## src/rtl/pqd_pkg.sv

```systemverilog
`timescale 1ns / 1ps

package pqd_pkg;

  localparam int MAX_WIDTH   = 1024;
  localparam int PAL_ENTRIES = 256;
  localparam int ERR_DEPTH   = MAX_WIDTH + 2;
  localparam int ERR_AW      = $clog2(ERR_DEPTH);
  localparam int COL_W       = $clog2(MAX_WIDTH);
  localparam int PAL_AW      = $clog2(PAL_ENTRIES);
  localparam int CH_W        = 18;
  localparam int ENTRY_W     = 3 * CH_W;

  localparam logic [15:0] LFSR_TAPS = 16'hB400;

  localparam logic [1:0] REG_MODE  = 2'd0;
  localparam logic [1:0] REG_WIDTH = 2'd1;
  localparam logic [1:0] REG_AMP   = 2'd2;
  localparam logic [1:0] REG_SEED  = 2'd3;

  localparam logic [1:0] MODE_NONE    = 2'd0;
  localparam logic [1:0] MODE_DIFFUSE = 2'd1;
  localparam logic [1:0] MODE_BAYER   = 2'd2;
  localparam logic [1:0] MODE_NOISE   = 2'd3;

  typedef enum logic [1:0] {
    OP_RIGHT,
    OP_BELOW_LEFT,
    OP_BELOW,
    OP_BELOW_RIGHT
  } diff_op_t;

  typedef enum logic [3:0] {
    S_BOOT,
    S_IDLE,
    S_CLR_IMG,
    S_PREP,
    S_LFSR,
    S_DIV,
    S_RDCUR,
    S_CALC,
    S_SEARCH,
    S_RDBEST,
    S_ERRC,
    S_DRD,
    S_DWR,
    S_FINISH,
    S_CLR_ROW
  } state_t;

  typedef struct packed {
    logic     load;
    logic     new_img;
    logic     pal_wr;
    logic     clr_en;
    logic     clr_both;
    logic     lfsr_step;
    logic     div_start;
    logic     err_rd;
    logic     calc;
    logic     search_start;
    logic     best_rd;
    logic     err_calc;
    logic     diff_rd;
    logic     diff_wr;
    diff_op_t op;
    logic     res_load;
    logic     col_adv;
  } cmd_t;

  typedef struct packed {
    logic [1:0] mode;
    logic       opaque;
    logic       clr_last;
    logic       div_done;
    logic       search_done;
    logic       wrap;
    logic       out_free;
  } status_t;

  function automatic logic [3:0] bayer(input logic [1:0] row, input logic [1:0] col);
    logic [63:0] tbl;
    tbl = {4'd5, 4'd13, 4'd7, 4'd15,
           4'd9, 4'd1, 4'd11, 4'd3,
           4'd6, 4'd14, 4'd4, 4'd12,
           4'd10, 4'd2, 4'd8, 4'd0};
    return tbl[{row, col, 2'b00} +: 4];
  endfunction

  function automatic logic [15:0] lfsr_next(input logic [15:0] s);
    return {1'b0, s[15:1]} ^ (s[0] ? LFSR_TAPS : 16'h0000);
  endfunction

endpackage

```

## src/rtl/pqd_ctrl.sv

```systemverilog
`timescale 1ns / 1ps

module pqd_ctrl (
  input  logic            clk,
  input  logic            rst,
  input  logic            req_valid,
  input  logic            req_type,
  input  logic            new_image,
  output logic            req_stall,
  input  pqd_pkg::status_t sts,
  output pqd_pkg::cmd_t   cmd
);

  pqd_pkg::state_t   state, state_next;
  pqd_pkg::diff_op_t op, op_next;
  logic              accept;

  always_ff @(posedge clk) begin
    if (rst) begin
      state <= pqd_pkg::S_BOOT;
      op    <= pqd_pkg::OP_RIGHT;
    end else begin
      state <= state_next;
      op    <= op_next;
    end
  end

  assign req_stall = (state != pqd_pkg::S_IDLE);
  assign accept    = req_valid && (state == pqd_pkg::S_IDLE);

  always_comb begin
    state_next = state;
    op_next    = op;
    cmd        = '0;
    cmd.op     = op;
    unique case (state)
      pqd_pkg::S_BOOT: begin
        cmd.clr_en   = 1'b1;
        cmd.clr_both = 1'b1;
        if (sts.clr_last) state_next = pqd_pkg::S_IDLE;
      end
      pqd_pkg::S_IDLE: begin
        if (accept) begin
          cmd.load = 1'b1;
          if (!req_type) begin
            cmd.pal_wr = 1'b1;
          end else if (new_image) begin
            cmd.new_img = 1'b1;
            state_next  = pqd_pkg::S_CLR_IMG;
          end else begin
            state_next = pqd_pkg::S_PREP;
          end
        end
      end
      pqd_pkg::S_CLR_IMG: begin
        cmd.clr_en   = 1'b1;
        cmd.clr_both = 1'b1;
        if (sts.clr_last) state_next = pqd_pkg::S_PREP;
      end
      pqd_pkg::S_PREP: begin
        if (!sts.opaque) state_next = pqd_pkg::S_FINISH;
        else if (sts.mode == pqd_pkg::MODE_NOISE) state_next = pqd_pkg::S_LFSR;
        else state_next = pqd_pkg::S_RDCUR;
      end
      pqd_pkg::S_LFSR: begin
        cmd.lfsr_step = 1'b1;
        cmd.div_start = 1'b1;
        state_next    = pqd_pkg::S_DIV;
      end
      pqd_pkg::S_DIV: begin
        if (sts.div_done) state_next = pqd_pkg::S_RDCUR;
      end
      pqd_pkg::S_RDCUR: begin
        cmd.err_rd = 1'b1;
        state_next = pqd_pkg::S_CALC;
      end
      pqd_pkg::S_CALC: begin
        cmd.calc         = 1'b1;
        cmd.search_start = 1'b1;
        state_next       = pqd_pkg::S_SEARCH;
      end
      pqd_pkg::S_SEARCH: begin
        if (sts.search_done) begin
          if (sts.mode == pqd_pkg::MODE_DIFFUSE) state_next = pqd_pkg::S_RDBEST;
          else state_next = pqd_pkg::S_FINISH;
        end
      end
      pqd_pkg::S_RDBEST: begin
        cmd.best_rd = 1'b1;
        state_next  = pqd_pkg::S_ERRC;
      end
      pqd_pkg::S_ERRC: begin
        cmd.err_calc = 1'b1;
        op_next      = pqd_pkg::OP_RIGHT;
        state_next   = pqd_pkg::S_DRD;
      end
      pqd_pkg::S_DRD: begin
        cmd.diff_rd = 1'b1;
        state_next  = pqd_pkg::S_DWR;
      end
      pqd_pkg::S_DWR: begin
        cmd.diff_wr = 1'b1;
        if (op == pqd_pkg::OP_BELOW_RIGHT) begin
          state_next = pqd_pkg::S_FINISH;
        end else begin
          op_next    = pqd_pkg::diff_op_t'(op + 2'd1);
          state_next = pqd_pkg::S_DRD;
        end
      end
      pqd_pkg::S_FINISH: begin
        if (sts.out_free) begin
          cmd.res_load = 1'b1;
          cmd.col_adv  = 1'b1;
          state_next   = sts.wrap ? pqd_pkg::S_CLR_ROW : pqd_pkg::S_IDLE;
        end
      end
      pqd_pkg::S_CLR_ROW: begin
        cmd.clr_en = 1'b1;
        if (sts.clr_last) state_next = pqd_pkg::S_IDLE;
      end
      default: state_next = pqd_pkg::S_BOOT;
    endcase
  end

`ifndef ASSERT_OFF
  a_wr_order: assert property (@(posedge clk) disable iff (rst)
    cmd.diff_wr |-> $past(cmd.diff_rd))
    else $error("diffusion write without preceding read");
  a_search_mode: assert property (@(posedge clk) disable iff (rst)
    cmd.search_start |-> sts.opaque)
    else $error("search started for transparent pixel");
  a_finish_free: assert property (@(posedge clk) disable iff (rst)
    cmd.res_load |-> sts.out_free)
    else $error("result overwritten while pending");
`endif

endmodule

```

## config.mk

```make
export PLATFORM = sky130hd
export DESIGN_NAME = pqd_ctrl
export DESIGN_NICKNAME = d
export VERILOG_FILES = /design/src/rtl/pqd_pkg.sv /design/src/rtl/pqd_ctrl.sv
export SDC_FILE = /design/constraint.sdc
export NUM_CORES = 1
export LEC_CHECK = 0
export BUFFER_PORTS_ARGS = -buffer_cell sky130_fd_sc_hd__clkbuf_2
export CAP_MARGIN = 0
export CORE_AREA = 2 2 43 45
export DETAILED_ROUTE_END_ITERATION = 10
export DIE_AREA = 0 0 45 47
export GPL_ROUTABILITY_DRIVEN = 1
export HOLD_SLACK_MARGIN = 0.08
export MAX_ROUTING_LAYER = met4
export PLACE_DENSITY_LB_ADDON = 0.3
export SLEW_MARGIN = 20
export SYNTH_ARGS = -nofsm -noshare
export SYNTH_HDL_FRONTEND = slang
export SYNTH_SLANG_ARGS = --single-unit
```

## constraint.sdc

```tcl
create_clock -name clk -period 2.25 [get_ports clk]
set_clock_uncertainty 0.15 [all_clocks]
set_input_delay 0.1125 -clock clk [delete_from_list [all_inputs] [get_ports clk]]
set_output_delay 0.1125 -clock clk [all_outputs]
set_load 0.1 [all_outputs]
```

== Word level (Yosys, flattened, before mapping) ==
Cells that the tools add are included.
Word-level totals
  bits in registers: 6
  word-level logic and storage cells: 69
  output and inout bits: 19
Cells by class
  reductions and logical operators: 8
  add/sub/neg operators: 1
  muxes and demuxes: 32
  eq/ne operators: 26
Operator list (count)
  case mux 4 bit (14 select lines): 1
  two-way mux 4 bit: 9
  == test 4 bit, second input constant: 7
  == test 4 x 3 -> 1 bit, second input constant: 4
  != test 2 bit, second input constant: 7
  two-way mux 2 bit: 6
  two-way mux 3 bit: 4
  two-way mux 1 bit: 11
  == test 4 x 2 -> 1 bit, second input constant: 2
  AND reduction 7 bit: 1
  == test 2 bit, second input constant: 2
  == test 4 x 1 -> 1 bit, second input constant: 1
  zero test 4 bit: 1
  != test 4 x 1 -> 1 bit, second input constant: 1
  case mux 2 bit (2 select lines): 1
  OR reduction 2 bit: 2
  OR reduction 3 bit: 1
  adder 2 x 1 -> 2 bit, second input constant: 1
  == test 2 x 1 -> 1 bit, second input constant: 1
  != test 2 x 1 -> 1 bit, second input constant: 1
  AND reduction 2 bit: 1
  nonzero test 2 bit: 1
  logical AND 1 bit: 1

== Logic depth before layout (Yosys ltp) ==
Gate-level depths: netlist of run 1.
  word-level depth: 4
  depth in mapped cells: 6

== Least setup slack after synthesis of run 1 ==
Ideal clock, no wire load.
  path type: register -> register
  start point: register state[2]
  end point: register op[1]
  data arrival time: 4.101 ns
  slack: -2.069 ns
  cell stages (with the launch flop): 7
  library setup time: 0.068 ns
  clock period less this slack: 4.319 ns
  data required time: 2.032 ns
  cell sequence: dfxtp_1 -> buf_6 -> buf_2 -> nor4bb_1 -> and2_1 -> mux2i_1 -> nor2_1
On the way
  longest elaborated chain between the ends: 3
  elaborated cells on any way between the ends: 6
RTL lines
  start, declared: RTL line pqd_ctrl.sv:14  | pqd_pkg::state_t state, state_next;
  start signal, assigned: RTL line pqd_ctrl.sv:20  | state <= pqd_pkg::S_BOOT;
  start signal, assigned: RTL line pqd_ctrl.sv:23  | state <= state_next;
  == test 4 bit: RTL line pqd_ctrl.sv:36  | unique case (state)
  != test 2 bit (no source line) or nonzero test 2 bit (tied branches)
  AND reduction 2 bit (no source line)
  end signal, assigned: RTL line pqd_ctrl.sv:21  | op <= pqd_pkg::OP_RIGHT;
  end signal, assigned: RTL line pqd_ctrl.sv:24  | op <= op_next;
  end, declared: RTL line pqd_ctrl.sv:15  | pqd_pkg::diff_op_t op, op_next;
Several ways; a longest one is shown, not always the timed one.
A chain may end at the register's enable or synchronous reset.

==> summary.txt, run 1 <==
Yosys
  – Register area share after synthesis: 17.24%
  – Yosys warns: 0
  – Synth Instances: 94
  – Library cells used by synthesis: 44
  – Number of synthesized register bits: 6
  – Largest area contributor in the netlist: dfxtp_1
  – Synth top area cells: dfxtp_1 (17%), nand2b_1 (7.2%), nor2_1 (5.4%), inv_1 (4.8%), buf_4 (4.3%)
  – Post-synthesis net count: 108
  – Post-synth top area share: 17.24%
  – Mean area per synthesized cell: 7.414 um2
  – Mapped Area: 696.9 um2

Layout
  – Antenna cells: 0
  – P&R area growth vs syn: 42.37%
  – Non-filler instance count after layout: 140
  – Post-layout util: 60.08%
  – Layout cells sized above 1: 47.15%
  – Most frequent cells in the layout: clkbuf_2 (27), nand2b_1 (8), inv_1 (8), nand2_1 (7), dfxtp_1 (6)
  – Final nets: 139
  – Most common cell after layout, fill and taps aside: clkbuf_2

CTS
  – Clock Path Buffers: 2
  – Clk_lat worst skew: 230 ps
  – CTS clk-pin slew, worst paths: 40 ps
  – Num Clock Sinks: 6
  – CTS buffer count: 3
  – Clock root buffer: clkbuf_4
  – H-tree levels: 1
  – CTS tree: done

Min path
  – Hold Path Sink: state[3]
  – WHS Path Cells: 4
  – Worst hold path startpoint: sts[1]
  – Hold WC Path Type: input port to flop

Global route
  – Vias in the first global route: 621
  – Antenna violations before repair: 0
  – Grt total ovfl: 0
  – Pin count of the biggest net entering global routing: 19
  – Global-route wire length before repair: 2801 um
  – GRT Util Overall: 18.50%

Pwr
  – Static leakage: 0.0004341 uW
  – Worst vdd ir: 0.7985 mV
  – Power Dens Cells: 1188 nW/um2

Floorplanning
  – Die height: 47 um
  – Initial core utilization: 42.20%
  – Die footprint: 2115 um2
  – I/O Pins: 32
  – Num rows: 15
  – Die W: 45 um
  – Core ar.: 1652 um2

Place
  – DP Wirelength: 1412 um
  – Port buffer count: 31
  – Placed cells: 136
  – Worst slack, placed: 360.7 ps
  – GPL Wtd Cong: 0.8672

Critical path
  – Worst EP required: 1990 ps
  – CP Launch Type: flop
  – CP Capture Type: primary output
  – R2R Path Start: state[0]
  – R2r setup slk: 340 ps
  – R2R cell count: 5
  – Critical Path AT: 1700 ps
  – WS Path Type: flop to primary output
  – Worst setup path start: state[2]
  – Crit path max fanout: 15
  – FF-to-FF End: state[2]

Detailed routing
  – Wire per inst: 13.13 um
  – Vias per inst: 5.564
  – Pre-antenna DRT Iters: 4
  – Vias: 779
  – Initial DRC Count: 31
  – DRC Markers: 0
  – Total Wirelength: 1838 um
  – Final ANT Viol Nets: 0

Timing
  – Setup_tns: 0 ps
  – Final Critical Period: 1960 ps
  – Slack of the critical path: 289.6 ps
  – Final setup vio count: 0
  – Achievable clock frequency: 510.1 MHz
  – Final cycle utilization of the critical path: 87.13%
  – Final hold vios: 0
  – WHS: 173.7 ps
  – Worst-Margin Slew: 543.3 ps
  – RSZ-0062 raised after global routing: no
  – Max_slew headroom: 63.94%
  – Slew Viols, Final: 0

Run
  – Max cap viols: 0

Status
  – Outcome: complete, no violations
final cells by class:
cell class / count / area (um2)
fillers: 152 / 659.4
multi-input cells: 69 / 535.5
repair buffers: 36 / 255.2
flip-flops and latches: 6 / 120.1
inverters: 9 / 37.54
clock buffers: 3 / 22.52
well taps: 17 / 21.27
metal layers:
layer  routed length (um)  GRT usage, %  vias to the layer above  part of all wire (%)
li1                     -             -                      389                     -
met4                   10         3.529                        0                  0.54
met1                  767         22.97                      346                    42
met2                  924         31.43                       42                    50
met3                  136         3.462                        2                   7.4
met5                    0             -                        -                     0
kinds of logic (layout without fill, tap and decap cells):
kind of cell             count (synthesis)  count (layout)  synth area share [%]
AND/OR/NAND/NOR                         43              43                 35.91
AO/OA/AOI/OAI                           21              21                 24.24
buffers and inverters                   19              48                 15.08
flip-flops                               6               6                 17.24
multiplexers                             3               3                 4.488
adder cells (fa/ha/maj)                  1               1                 1.795
XOR/XNOR                                 1               1                 1.257
worst max path at each step:
stage,cells past startpoint,end,slack (ps)
global route,5,cmd[16],200
floorplan,6,op[1],-120
finish,4,cmd[14],290
detailed placement,5,cmd[16],360
global placement,5,state[2],420
CTS,5,cmd[16],90
critical path, stage by stage (launching register included):
cell and delay [ps]:
dfxtp_1 340, buf_4 210, or2_2 330, a21oi_2 120, clkbuf_2 460
Yosys cell counts, drive strengths merged:
cell and count:
a211o 1, a211oi 3, a21boi 1, a21oi 4, a22o 1, a2bb2oi 1
and2 1, and3 1, buf 9, clkbuf 1, dfxtp 6, ha 1
inv 9, mux2 1, mux2i 2, nand2 7, nand2b 8, nand3 1
nand4b 1, nor2 10, nor2b 1, nor3 3, nor4 2, nor4b 1
nor4bb 1, o211a 1, o211ai 1, o21ai 1, o22ai 2, o2bb2ai 1
o311ai 1, o31a 1, o31ai 1, o32ai 1, or2 2, or3 1
or3b 1, or4b 1, or4bb 1, xnor2 1
registers in the layout, summed over array words and instances, names as in the netlist:
| register | flops |
|---|---|
| state | 4 |
| op | 2 |
timing repair:
| item | in CTS | in global routing |
|---|---|---|
| hold buffers | 1 | 0 |
| buffers inserted | 0 | 0 |
| setup endpoints to repair | 0 | 1 |
| endpoints found under the hold margin | 4 | 0 |
| gates resized for setup | 0 | 1 |
metrics by stage:
stage / total power (uW) / instance area (um2)
4_1_cts: 1171 / 985.9
6_report: 1179 / 992.2
3_5_place_dp: 1072 / 953.4
3_3_place_gp: 1061 / 953.4
2_1_floorplan: 930.0 / 758.2
5_1_grt: 1248 / 992.2
power by group:
group,switching [uW],total [uW],internal [uW]
logic,675,941,266
clock network,31.4,91.2,59.8
registers,18.1,147,129
total,724,1180,455
Note: power is estimated with default switching activity, not from simulation.
==> inputs of run 2 (changes only) <==
--- a/config.mk
+++ b/config.mk
@@ -8,6 +8,7 @@
 export BUFFER_PORTS_ARGS = -buffer_cell sky130_fd_sc_hd__clkbuf_2
 export CAP_MARGIN = 0
 export CORE_AREA = 2 2 43 45
+export CTS_BUF_LIST = sky130_fd_sc_hd__clkbuf_8 sky130_fd_sc_hd__clkbuf_16
 export DETAILED_ROUTE_END_ITERATION = 10
 export DIE_AREA = 0 0 45 47
 export GPL_ROUTABILITY_DRIVEN = 1
==> summary.txt, run 2 (synthesized netlist as in run 1, its figures left out) <==
Status
  – Outcome: complete, no violations (unchanged)

Place
  – DP Wirelength: 1412 um (unchanged)
  – Port buffer count: 31 (unchanged)
  – GPL Wtd Cong: 0.8672 (unchanged)

Critical path
  – Worst path cell trace: nor4b_1 -> nand2_1 -> clkinvlp_4 -> and3_4 -> buf_12 (was buf_4 -> or2_2 -> a21oi_2 -> clkbuf_2)
  – Worst setup path endpoint: cmd[16] (was cmd[14])
  – R2R Path Start: state[0] (unchanged)
  – CP Launch Type: flop (unchanged)
  – FF-to-FF End: state[2] (unchanged)
  – R2R cell count: 5 (unchanged)
  – Worst EP required: 1990 ps (about the same)
  – Crit path max fanout: 3 (was 15)
  – WS Path Type: flop to primary output (unchanged)
  – Worst setup path start: state[3] (was state[2])
  – R2r setup slk: 350 ps (was 340 ps)
  – Largest stage delay, worst path: 620 ps (was 460 ps)
  – CP Capture Type: primary output (unchanged)
  – CP max-delay cell: nor4b_1 (was clkbuf_2)
  – Critical Path AT: 1870 ps (was 1700 ps)

Floorplanning
  – Num rows: 15 (unchanged)
  – Initial core utilization: 42.20% (unchanged)
  – Die height: 47 um (unchanged)
  – Core ar.: 1652 um2 (unchanged)
  – Die W: 45 um (unchanged)
  – I/O Pins: 32 (unchanged)
  – Die footprint: 2115 um2 (unchanged)

CTS
  – CTS tree: done (unchanged)
  – Post-CTS Setup Bufs: 0 (unchanged)
  – Clock root buffer: clkbuf_8 (was clkbuf_4)
  – Num Clock Sinks: 6 (unchanged)
  – Clk_lat worst skew: 210 ps (was 230 ps)
  – CTS clk-pin slew, worst paths: 30 ps (was 40 ps)
  – Clock Path Buffers: 2 (unchanged)
  – H-tree levels: 1 (unchanged)
  – CTS buffer count: 3 (unchanged)

Pwr
  – Total chip power: 1228 uW (was 1179 uW)
  – Power Dens Cells: 1223 nW/um2 (was 1188 nW/um2)
  – Worst vdd ir: 0.8633 mV (was 0.7985 mV)
  – Static leakage: 0.0004397 uW (was 0.0004341 uW)

Layout
  – Most frequent cells in the layout: clkbuf_2 (27), nand2b_1 (8), inv_1 (8), nand2_1 (7), dfxtp_1 (6) (unchanged)
  – Most common cell after layout, fill and taps aside: clkbuf_2 (unchanged)
  – Top reg by flops: state (unchanged)
  – Layout cells sized above 1: 46.34% (was 47.15%)
  – Antenna cells: 0 (unchanged)
  – Regs by FF count: state (4), op (2) (unchanged)
  – P&R area growth vs syn: 44.16% (was 42.37%)
  – Final nets: 139 (unchanged)
  – Max FFs per register: 4 (unchanged)

Timing
  – Achievable clock frequency: 469.3 MHz (was 510.1 MHz)
  – RSZ-0062 raised after global routing: no (unchanged)
  – WHS: 185.6 ps (was 173.7 ps)
  – Final cycle utilization of the critical path: 94.71% (was 87.13%)
  – Final hold vios: 0 (unchanged)
  – Final setup vio count: 0 (unchanged)
  – Worst-Margin Slew: 668.0 ps (was 543.3 ps)
  – Max_slew headroom: 54.84% (was 63.94%)
  – Final Critical Period: 2131 ps (was 1960 ps)
  – Slew Viols, Final: 0 (unchanged)

Global route
  – GRT Util Overall: 18.58% (was 18.50%)
  – Vias in the first global route: 624 (was 621)
  – Grt total ovfl: 0 (unchanged)
  – Met3 usage: 3.462% (unchanged)
  – Grt peak-use layer: met2 (unchanged)
  – Met2 Resource Use GR: 31.43% (unchanged)
  – Pin count of the biggest net entering global routing: 19 (unchanged)
  – Antenna violations before repair: 0 (unchanged)
  – Grt met1 use: 23.20% (was 22.97%)
  – Global-route wire length before repair: 2808 um (was 2801 um)

Detailed routing
  – Wire per inst: 12.44 um (was 13.13 um)
  – Pre-antenna DRT Iters: 5 (was 4)
  – DRC Markers: 0 (unchanged)
  – Initial DRC Count: 21 (was 31)
  – Vias: 783 (was 779)
  – Total Wirelength: 1741 um (was 1838 um)
  – Final ANT Viol Nets: 0 (unchanged)
  – Vias per inst: 5.593 (was 5.564)

Run
  – Max cap viols: 0 (unchanged)

Min path
  – Hold WC Path Type: input port to flop (unchanged)
## run 2: cell counts in the layout (fill, tap and decap cells not counted)
Identical to the previous run, type by type.
## run 2: routing by layer
metal	part of all wire, %	routed length (um)
met5	0	0
met4	0	0
met3	8.7	152
met2	50	876
met1	41	712
## run 2: report_power, final
part           internal [uW]  total (uW)  switching [uW]  leakage, uW
Combinational            263         934             672     0.000369
Clock                    114         152            37.5    0.0000216
Sequential               129         142            13.4    0.0000490
Total                    506        1230             723     0.000440
## run 2: layout make-up
type	instances	area (um2)
fillers	148	646.9
multi-input cells	69	529.3
repair buffers	36	255.2
flip-flops and latches	6	120.1
clock buffers	3	41.29
inverters	9	37.54
well taps	17	21.27
## run 2: metrics by stage
step                cell area (um2)  instances  worst slack [ps]  utilization (%)  setup TNS [ps]
floorplan                     758.2         94            -124.3                -          -124.3
global placement              953.4        136             417.0            57.73               0
detailed placement            953.4        136             360.7            57.73               0
CTS                            1005        140             112.2            60.83               0
global route                   1005        140             14.88            60.83               0
finish                         1005        140             119.0            60.83               0
## run 2: worst min-delay path by stage
stage,start,to,slack [ps],cells after the start
floorplan,rst,state[0],30,1
global placement,rst,state[0],220,2
detailed placement,rst,state[0],240,2
CTS,sts[1],state[3],190,4
global route,sts[1],state[3],260,4
finish,sts[1],state[3],190,4
## run 2: critical path: cells and delay by family, from the launching register on
kind / cells / cell delay (ps)
DFF: 1 / 300
buffers and inverters: 2 / 320
and+or+nand+nor: 3 / 1040
## run 2: repair_timing
item	CTS	global route
resized for setup	0	0
hold buffers	1	0
endpoints found under the setup margin	0	0
hold endpoints to repair	3	0
==> inputs of run 3 (changes only) <==
--- a/config.mk
+++ b/config.mk
@@ -5,12 +5,13 @@
 export SDC_FILE = /design/constraint.sdc
 export NUM_CORES = 1
 export LEC_CHECK = 0
+export ABC_AREA = 1
 export BUFFER_PORTS_ARGS = -buffer_cell sky130_fd_sc_hd__clkbuf_2
 export CAP_MARGIN = 0
-export CORE_AREA = 2 2 43 45
+export CORE_AREA = 2 2 42 44
 export CTS_BUF_LIST = sky130_fd_sc_hd__clkbuf_8 sky130_fd_sc_hd__clkbuf_16
 export DETAILED_ROUTE_END_ITERATION = 10
-export DIE_AREA = 0 0 45 47
+export DIE_AREA = 0 0 44 46
 export GPL_ROUTABILITY_DRIVEN = 1
 export HOLD_SLACK_MARGIN = 0.08
 export MAX_ROUTING_LAYER = met4
==> summary.txt, run 3 <==
Timing
  – Final hold vios: 0 (unchanged)
  – Final Critical Period: 2012 ps (was 2131 ps)
  – Slew Viols, Final: 0 (unchanged)
  – Final cycle utilization of the critical path: 89.44% (was 94.71%)
  – WHS: 164.3 ps (was 185.6 ps)
  – Achievable clock frequency: 496.9 MHz (was 469.3 MHz)
  – Worst-Margin Slew: 553.1 ps (was 668.0 ps)
  – Final setup vio count: 0 (unchanged)
  – Max_slew headroom: 63.29% (was 54.84%)
  – RSZ-0062 raised after global routing: no (unchanged)
  – Setup_tns: 0 ps (unchanged)

Detailed routing
  – Wire per inst: 9.732 um (was 12.44 um)
  – Final ANT Viol Nets: 0 (unchanged)
  – Initial DRC Count: 23 (was 21)
  – Vias per inst: 4.935 (was 5.593)
  – Pre-antenna DRT Iters: 4 (was 5)
  – Vias: 829 (was 783)
  – Total Wirelength: 1635 um (was 1741 um)
  – DRC Markers: 0 (unchanged)

Critical path
  – Worst EP required: 1990 ps (about the same)
  – CP Capture Type: primary output (unchanged)
  – R2r setup slk: 590 ps (was 350 ps)
  – Buf/Inv on CP: 2 (unchanged)
  – R2R Path Start: state[0] (unchanged)
  – R2R cell count: 8 (was 5)
  – Critical Path AT: 1750 ps (was 1870 ps)
  – FF-to-FF End: state[2] (unchanged)
  – Top delay family on crit path: buffers and inverters (was simple AND/OR/NAND/NOR gates)
  – CP max-delay cell: dfxtp_1 (was nor4b_1)
  – CP Launch Type: flop (unchanged)
  – Crit path max fanout: 8 (was 3)
  – WS Path Type: flop to primary output (unchanged)
  – Worst path cell trace: inv_2 -> nor2_2 -> nand2_1 -> nor3_4 -> clkbuf_2 (was nor4b_1 -> nand2_1 -> clkinvlp_4 -> and3_4 -> buf_12)
  – Largest stage delay, worst path: 530 ps (was 620 ps)

Yosys
  – Ys async rst share: 0% (unchanged)
  – Post-synth EDFFs: 0 (unchanged)
  – Top-count cell post-synth: nand2_1 (was nor2_1)
  – Post-synthesis net count: 134 (was 108)
  – Synth Flop Type: dfxtp_1 (unchanged)
  – Largest area contributor in the netlist: nand2_1 (was dfxtp_1)
  – Post-synth top cells: nand2_1 (39), inv_1 (18), nor2_1 (11) (was nor2_1 (10), inv_1 (9), nand2b_1 (8))
  – Register area share after synthesis: 18.71% (was 17.24%)
  – Mapped Area: 641.9 um2 (was 696.9 um2)
  – Synth top area cells: nand2_1 (23%), dfxtp_1 (19%), inv_1 (11%), nand3_1 (7.8%), nor2_2 (6.8%) (was dfxtp_1 (17%), nand2b_1 (7.2%), nor2_1 (5.4%), inv_1 (4.8%), buf_4 (4.3%))
  – Post-synth top area share: 22.81% (was 17.24%)
  – Mean area per synthesized cell: 5.349 um2 (was 7.414 um2)
  – Library cells used by synthesis: 18 (was 44)
  – Synth Instances: 120 (was 94)
  – Yosys warns: 0 (unchanged)
  – Number of synthesized register bits: 6 (unchanged)

Place
  – Port buffer count: 31 (unchanged)
  – GPL Wtd Cong: 0.8519 (was 0.8672)
  – DP Wirelength: 1416 um (was 1412 um)

Floorplanning
  – Die height: 46 um (was 47 um)
  – Die footprint: 2024 um2 (was 2115 um2)
  – I/O Pins: 32 (unchanged)
  – Core ar.: 1614 um2 (was 1652 um2)
  – Num rows: 15 (unchanged)
  – Die W: 44 um (was 45 um)
  – Initial core utilization: 39.77% (was 42.20%)

CTS
  – CTS clk-pin slew, worst paths: 30 ps (about the same)
  – H-tree levels: 1 (unchanged)
  – Num Clock Sinks: 6 (unchanged)
  – # resized after CTS: 0 (unchanged)
  – Clock Path Buffers: 2 (unchanged)
  – CTS tree: done (unchanged)
  – Clk_lat worst skew: 220 ps (was 210 ps)
  – CTS buffer count: 3 (unchanged)
  – Clock root buffer: clkbuf_8 (unchanged)

Global route
  – GRT Util Overall: 19.10% (was 18.58%)
  – Grt total ovfl: 0 (unchanged)
  – Global-route wire length before repair: 2766 um (was 2808 um)
  – Antenna violations before repair: 0 (unchanged)
  – Pin count of the biggest net entering global routing: 9 (was 19)
  – Vias in the first global route: 691 (was 624)

Pwr
  – Worst vdd ir: 0.5389 mV (was 0.8633 mV)
  – Static leakage: 0.0005163 uW (was 0.0004397 uW)
  – Power Dens Cells: 989.9 nW/um2 (was 1223 nW/um2)

Min path
  – WHS Path Cells: 6 (was 4)
  – Worst hold path startpoint: sts[4] (was sts[1])
  – Hold WC Path Type: input port to flop (unchanged)
  – Hold Path Sink: state[3] (unchanged)

Run
  – Max cap viols: 0 (unchanged)

Layout
  – Most common cell after layout, fill and taps aside: nand2_1 (was clkbuf_2)
  – Regs by FF count: state (4), op (2) (unchanged)
  – Final nets: 167 (was 139)
  – Max FFs per register: 4 (unchanged)
  – Antenna cells: 0 (unchanged)
  – Top reg by flops: state (unchanged)
  – P&R area growth vs syn: 36.06% (was 44.16%)
  – Layout cells sized above 1: 34.44% (was 46.34%)
  – Most frequent cells in the layout: nand2_1 (39), clkbuf_2 (31), inv_1 (18), nor2_1 (10), nand3_1 (10) (was clkbuf_2 (27), nand2b_1 (8), inv_1 (8), nand2_1 (7), dfxtp_1 (6))

Status
  – Outcome: complete, no violations (unchanged)
[run 3: cell count changes after synthesis, moves of 3 or more]
cell / before / now
nand2b_1: 8 / 0
nand2_2: 0 / 4
inv_2: 0 / 3
nand3_1: 1 / 10
a21oi_1: 3 / 7
nor2_2: 0 / 7
nand3b_1: 0 / 4
inv_1: 9 / 18
nand2_1: 7 / 39
[run 3: metrics by stage]
| step | setup slack, ps | total power [uW] | instances | cell area, um2 | util (%) |
|---|---|---|---|---|---|
| after CTS | 225.6 | 872.7 | 168 | 873.3 | 54.11 |
| final | 237.7 | 864.5 | 168 | 873.3 | 54.11 |
| after global routing | 126.7 | 919.2 | 168 | 873.3 | 54.11 |
| after global placement | 471.6 | 707.2 | 164 | 822.0 | 50.93 |
| after detailed placement | 460.3 | 709.4 | 164 | 822.0 | 50.93 |
| after floorplan | -280.8 | 627.8 | 120 | 673.1 | - |
[run 3: per-layer routing]
| metal | vias up | wire, um | track usage (%) |
|---|---|---|---|
| met5 | - | 0 | - |
| met4 | 0 | 0 | 3.636 |
| met3 | 0 | 84 | 5.952 |
| met2 | 26 | 794 | 29.71 |
| met1 | 373 | 756 | 24.47 |
| li1 | 430 | - | - |
[run 3: worst min-delay path: cells and delay by family]
kind / cells / cell delay (ps)
AO/OA/AOI/OAI: 1 / 50
buffers and inverters: 2 / 100
AND/OR/NAND/NOR: 3 / 200
[run 3: cells by family after synthesis]
| group | share of synthesized area [%] |
|---|---|
| buf+inv | 17.15 |
| fa+ha+maj | 1.949 |
| compound gates | 6.237 |
| flops | 18.71 |
| simple gates | 55.95 |
[run 3: worst max-delay path by stage]
stage | from | to | slack [ps] | cells after the start
final | state[0] | cmd[16] | 240 | 5
after global routing | state[0] | cmd[16] | 130 | 5
after CTS | state[0] | cmd[16] | 230 | 5
after detailed placement | state[0] | cmd[16] | 460 | 5
after global placement | state[0] | cmd[16] | 470 | 5
after floorplan | state[0] | cmd[16] | -280 | 5
[run 3: where the power goes]
part           leakage [uW]  internal, uW  total, uW  switching, uW
Clock             0.0000216           114        156           41.6
Sequential        0.0000488           123        159           36.4
Combinational      0.000446           108        549            442
[run 3: final cells by class]
type / count / area [um2]
tap: 17 / 21.27
multi-input combinational: 88 / 442.9
fill: 172 / 740.7
clock buffer: 3 / 41.29
sequential: 6 / 120.1
inverter: 22 / 82.58
timing repair buffer: 32 / 165.2
[run 3: what timing repair did]
action / CTS / global route
hold endpoints to repair: 6 / 0
hold buffers: 1 / 0
buffers inserted: 0 / 0
setup endpoints to repair: 0 / 0
